==> config.mk <==
export PLATFORM = sky130hd
export DESIGN_NAME = tcpu_div
export DESIGN_NICKNAME = d
export VERILOG_FILES = /design/src/tcpu_div.sv
export SDC_FILE = /design/constraint.sdc
export NUM_CORES = 1
export LEC_CHECK = 0
export ABC_AREA = 1
export BUFFER_PORTS_ARGS = -buffer_cell sky130_fd_sc_hd__buf_2
export CAP_MARGIN = 25
export CORE_UTILIZATION = 65
export DETAILED_ROUTE_END_ITERATION = 12
export PLACE_DENSITY = 0.85
export SLEW_MARGIN = 10
export SYNTH_ARGS = -nofsm -noshare
export SYNTH_HDL_FRONTEND = slang
export SYNTH_SLANG_ARGS = --single-unit
==> constraint.sdc <==
create_clock -name clk -period 4.43 [get_ports clk]
set_input_delay 0.443 -clock clk [delete_from_list [all_inputs] [get_ports clk]]
set_output_delay 0.443 -clock clk [all_outputs]
set_load 0.02 [all_outputs]
==> src/tcpu_div.sv <==
// Iterative signed 32-bit divider, one quotient bit per cycle, truncating.
module tcpu_div (
  input  logic        clk,
  input  logic        rst_n,
  input  logic        start,
  input  logic [31:0] dividend,
  input  logic [31:0] divisor,
  output logic        done_r,
  output logic [31:0] quotient
);

  logic [5:0]  cnt_r;
  logic        busy_r;
  logic [31:0] rem_r;
  logic [31:0] quo_r;
  logic [31:0] dvs_r;
  logic        neg_r;
  logic [32:0] rem_sh;
  logic [32:0] trial;
  logic        fits;

  assign rem_sh   = {rem_r, quo_r[31]};
  assign trial    = rem_sh - {1'b0, dvs_r};
  assign fits     = !trial[32];
  assign quotient = neg_r ? (32'd0 - quo_r) : quo_r;

  always_ff @(posedge clk) begin
    if (!rst_n) begin
      busy_r <= 1'b0;
      done_r <= 1'b0;
      cnt_r  <= 6'd0;
    end else begin
      done_r <= 1'b0;
      if (start) begin
        busy_r <= 1'b1;
        cnt_r  <= 6'd0;
      end else if (busy_r) begin
        cnt_r <= cnt_r + 6'd1;
        if (cnt_r == 6'd31) begin
          busy_r <= 1'b0;
          done_r <= 1'b1;
        end
      end
    end
  end

  always_ff @(posedge clk) begin
    if (start) begin
      rem_r <= 32'd0;
      quo_r <= dividend[31] ? (32'd0 - dividend) : dividend;
      dvs_r <= divisor[31] ? (32'd0 - divisor) : divisor;
      neg_r <= dividend[31] ^ divisor[31];
    end else if (busy_r) begin
      rem_r <= fits ? trial[31:0] : rem_sh[31:0];
      quo_r <= {quo_r[30:0], fits};
    end
  end

endmodule

# ---- After elaboration in Yosys (flattened, before gate mapping)
# Cells that the tools add are included.
dict set report totals {
  reg_bits 105
  latchBits 0
  mem_bits_rw 0
  mem_bits_ro 0
  input_bits 67
  output_inout_bits 33
  word_cells 31
  memories 0
}
dict set report classes {
  add_sub_neg 5
  mul 0
  div_mod_pow 0
  magnitude_cmp 0
  n_eq_ne 1
  n_shift 0
  n_mux 10
  n_bitwise 3
  reduce_logical 4
}
# op n
set op_table {}
lappend op_table {{32-bit 2-to-1 mux} 5}
lappend op_table {{1-bit by 32-bit subtractor with 32-bit output (first input constant)} 3}
lappend op_table {{33-bit by 32-bit subtractor with 33-bit output} 1}
lappend op_table {{31-bit 2-to-1 mux} 1}
lappend op_table {{6-bit by 1-bit adder with 6-bit output (second input constant)} 1}
lappend op_table {{6-bit by 5-bit equality test with 1-bit output (second input constant)} 1}
lappend op_table {{1-bit 2-to-1 mux} 4}
lappend op_table {{3-bit OR reduction} 1}
lappend op_table {{1-bit inverter} 2}
lappend op_table {{2-bit nonzero test} 1}
lappend op_table {{2-bit OR reduction} 1}
lappend op_table {{1-bit logical NOT} 1}
lappend op_table {{1-bit bitwise XOR} 1}

# ---- Logic depth before layout (Yosys ltp)
dict set report depth {
  ltp_word 4
  ltp_mapped 18
  mapped_depth_nobuf 17
}

# ---- Worst setup path after synthesis
# No wires, ideal clock.
dict set report synth_path {
  path_type {register -> output}
  startpoint {reg quo_r[0]}
  endpoint {out quotient[22]}
  t_arrival_ns 1.969
  t_required_ns 3.987
  slack_ns 2.018
  stages_incl_launch_ff 12
  n_path_buf 0
  path_cell_list {edfxtp_1 -> inv_1 -> ha_1 -> inv_1 -> nor3_1 -> nand2_1 -> nor2_1 -> nand4_1 -> nor2_1 -> nor2_1 -> a21oi_2 -> xor2_1}
}
dict set report synth_via {
  elab_chain_len 2
}
# item line_no
set synth_lines {}
lappend synth_lines {{start, declared} 15} ;# logic [31:0] quo_r;
lappend synth_lines {{start signal, assigned} 50} ;# quo_r <= dividend[31] ? (32'd0 - dividend) : dividend;
lappend synth_lines {{start signal, assigned} 55} ;# quo_r <= {quo_r[30:0], fits};
lappend synth_lines {{1-bit by 32-bit subtractor with 32-bit output} 25} ;# assign quotient = neg_r ? (32'd0 - quo_r) : quo_r;
lappend synth_lines {{32-bit 2-to-1 mux} 25}
lappend synth_lines {{end, declared} 9} ;# output logic [31:0] quotient
# Every way passes these cells.

# ---- Final worst setup path
# Ends and elaborated chain as after synthesis.

==> key figures <==
Pwr
  • Clock power frac: 0.298
  • Combinational fraction of design power: 0.264
  • Power Density: 261 nW/um^2
  • P_leak: 5.47 nW
  • NetSw: 0.919 mW
  • Int Power: 1.76 mW
  • Sw Share: 0.343
  • Seq pwr share: 0.438
  • Maximum VDD drop: between 0.0002 and 0.00025 V

Logic synthesis
  • Syn_nets: roughly 1,600
  • Distinct cells, synth: 42
  • Post-synth top area share: 0.209
  • Top_reg_cell synth: edfxtp_1
  • Register area share after synthesis: 0.294
  • Syn Inst Count: 1,497
  • Top post-synthesis cells by area: edfxtp_1, nand2_1, inv_1
  • Ys Warns: 0
  • Dominant cell type by area after synthesis: edfxtp_1
  • #FFs+latches synth: around 110
  • Post-synth ARST share: 0
  • Post-synth EDFFs: 65
  • Mean Syn Cell Area: 6.25 sq um
  • Syn Std Cell Area: about 9400 sq um

Worst setup path
  • Critical Path RT: 3990 ps
  • Setup crit start kind: flip-flop
  • CP top delay family: simple AND/OR/NAND/NOR gates
  • Worst-path maximum fanout: 5
  • Most frequent CP cell: nor2_1
  • Worst Path Buf+Inv: 3
  • Worst reg2reg path startpoint: quo_r[31]$_DFFE_PP_
  • Crit-path slowest cell: edfxtp_1
  • Worst setup path startpoint: quo_r[0]$_DFFE_PP_
  • Critical path class: flip-flop to primary output
  • CP cell instances: inv_1 > ha_1 > inv_1 > nor3_1 > nand2_1 > nor2_1 > nand4_1 > nor2_1 > nor2_1 > a21oi_2 > xor2_1 > buf_2
  • R2r setup slk: 1720 ps
  • Crit path DAT: 2690 ps
  • Crit path largest cell delay: approximately 390 ps
  • Crit end category: primary output

Drt
  • Via count: 9,428
  • DR WL/cell: 13.3 um
  • Total Wirelength: between 20 and 25 mm
  • Initial DRT Pass Iterations: 7
  • Vias/cell: 5.33
  • # DRC: 0
  • Initial DRC Count: 842
  • ANT nets after route: 0

Clock tree
  • Htree depth: 3
  • CTS max path bufs: 2
  • Clock sink count: 105
  • Clock latency on the worst-skew pair: 360 ps
  • Cts bufs inserted: 9
  • Buffer count from post-CTS setup fixing: 0
  • Cts repair resizes: 0
  • Worst-path clk slew: approximately 70 ps
  • CTS Root Cell: clkbuf_16
  • CTS tree: yes
  • CTS Hold Bufs: 0

STA
  • Clk_skew: 10.3 ps
  • Final-report hold violation count: 0
  • Least-Margin Pin Slew: 904 ps
  • Final setup vio count: 0
  • Final Max Tran Viols: 0
  • Final worst-path cycle share: 0.706
  • Slew headroom: 0.394
  • RSZ-0062 raised after global routing: false
  • Setup TNS: 0 ps
  • Tmin final: 3130 ps
  • Max Clock Freq: around 320 MHz

Cells and area
  • Area grow syn2layout: 9.75%
  • Share of cells above drive strength 1: 0.0932
  • Non-Filler Instances: 1,768
  • Final core occ: 0.737
  • ANT cells: 0
  • Design Area, Final: ~10,000 sq um
  • Nets: 1,687

Global routing
  • Antenna violations before repair: 0
  • Global-route wire length before repair: 38.8 mm
  • Global route total overflow: 0
  • Pin count of the biggest net entering global routing: 48
  • Vias in the first global route: between 8,000 and 9,000
  • All-layer global routing usage: 0.332

Outcome
  • Run status: finished, final reports clean

Die
  • Starting density of the core: 0.671
  • I/O Pins: 100
  • Die ar.: 14,900 sq um
  • Core area: 13,900 sq um
  • Die Wd: 122 um
  • Die H: about 120 um
  • Num rows: 43

Hold path
  • Worst Hold Class: input port to flip-flop
  • Hold_sp: divisor[0]

Placed design
  • GPL Wtd Cong: roughly 0.95
  • Post-Place Cells: 1,752
  • DP Wirelength: approximately 19 mm
  • Input/output buffers: 99
  • DP Area: about 10000 sq um

Job
  • Max Cap Viol: 0
power groups by stage:
stage / Clock, mW / Combinational, mW / Sequential (mW)
CTS: 0.808 / 0.699 / 1.17
detailed placement: 0 / 0.695 / 1.19
global placement: 0 / 0.683 / 1.19
finish: 0.797 / 0.707 / 1.17
global route: 0.848 / 0.786 / 1.18
floorplan: 0 / 0.479 / 1.18
flip-flops by register name, indices dropped and copies added, names as in the netlist:
register / cells
dvs_r: 32
done_r: 1
neg_r: 1
busy_r: 1
cnt_r: 6
rem_r: 32
quo_r: 32
path summary, 6_finish.rpt:
| path | end | cells after the start |
|---|---|---|
| setup / recovery | quotient[22] | 12 |
| hold / removal | dvs_r[0]$_DFFE_PP_ | 1 |
| setup reg to reg | rem_r[13]$_SDFFE_PP0P_ | 17 |
| hold reg to reg | rem_r[2]$_SDFFE_PP0P_ | 2 |
cell type report:
cell class | count | area (sq um)
clock buffers | 10 | 229
clock inverters | 6 | 70.1
fillers | 1185 | 3670
inverters | 302 | 1130
multi-input cells | 1061 | 5320
flip-flops and latches | 105 | 2750
well taps | 180 | 225
repair buffers | 104 | 533
synthesized netlist by cell type (3+ instances only):
cell type and instances:
a21oi_1 24, a31oi_1 7, and2_1 4, buf_6 5, clkbuf_1 23, dfxtp_1 40, edfxtp_1 65, ha_1 36
inv_1 297, inv_2 4, nand2_1 506, nand2_2 4, nand2_4 5, nand3_1 100, nand3b_1 3, nand4_1 20
nor2_1 124, nor2_2 4, nor3_1 33, nor3b_1 4, nor4_1 6, o21ai_0 65, o21ai_1 4, or2_2 4
xnor2_1 27, xor2_1 62
per-layer routing:
metal / vias up / global-route usage / wire (um) / part of all wire
met1: 4202 / 0.469 / 10900 / 0.46
li1: 4799 / - / - / -
met2: 394 / 0.515 / 10200 / 0.43
met5: - / 0 / 0 / 0
met3: 33 / 0.0660 / 2090 / 0.089
met4: 0 / 0.0880 / 357 / 0.015
logic make-up after synthesis:
| logic type | share of synthesized area |
|---|---|
| AND/OR/NAND/NOR | 0.370 |
| XOR/XNOR | 0.0833 |
| AO/OA/AOI/OAI | 0.0645 |
| buffers and inverters | 0.137 |
| adder cells (fa/ha/maj) | 0.0503 |
| flip-flops | 0.294 |
layout by cell type (no fill, tap or decap), types with 2 or more instances in the layout:
cell type,netlist,routed
a21o_1,2,2
a21oi_1,24,24
a21oi_2,2,2
a31oi_1,7,7
and2_1,4,4
and3_1,2,2
buf_2,0,99
buf_4,1,5
clkbuf_16,0,9
clkinv_8,0,2
dfxtp_1,40,40
edfxtp_1,65,65
ha_1,36,36
inv_1,297,297
inv_2,4,4
inv_6,0,3
nand2_1,506,506
nand2_2,4,4
nand2_4,5,5
nand3_1,100,100
nand3b_1,3,3
nand4_1,20,20
nor2_1,124,122
nor2_2,4,6
nor3_1,33,33
nor3b_1,4,4
nor4_1,6,6
o211ai_1,2,2
o21ai_0,65,65
o21ai_1,4,4
o31ai_1,2,2
or2_2,4,4
xnor2_1,27,27
xor2_1,62,62
stage by stage:
| stage | total power, mW | hold WS, ps | setup WS [ps] |
|---|---|---|---|
| CTS | 2.68 | 281 | 1330 |
| finish | 2.68 | 288 | 1300 |
| detailed placement | 1.89 | 465 | 1710 |
| global placement | 1.87 | 461 | 1820 |
| floorplan | 1.66 | 449 | 2020 |
| global route | 2.81 | 282 | 1040 |
No activity file was read; power rests on OpenSTA's default activity.
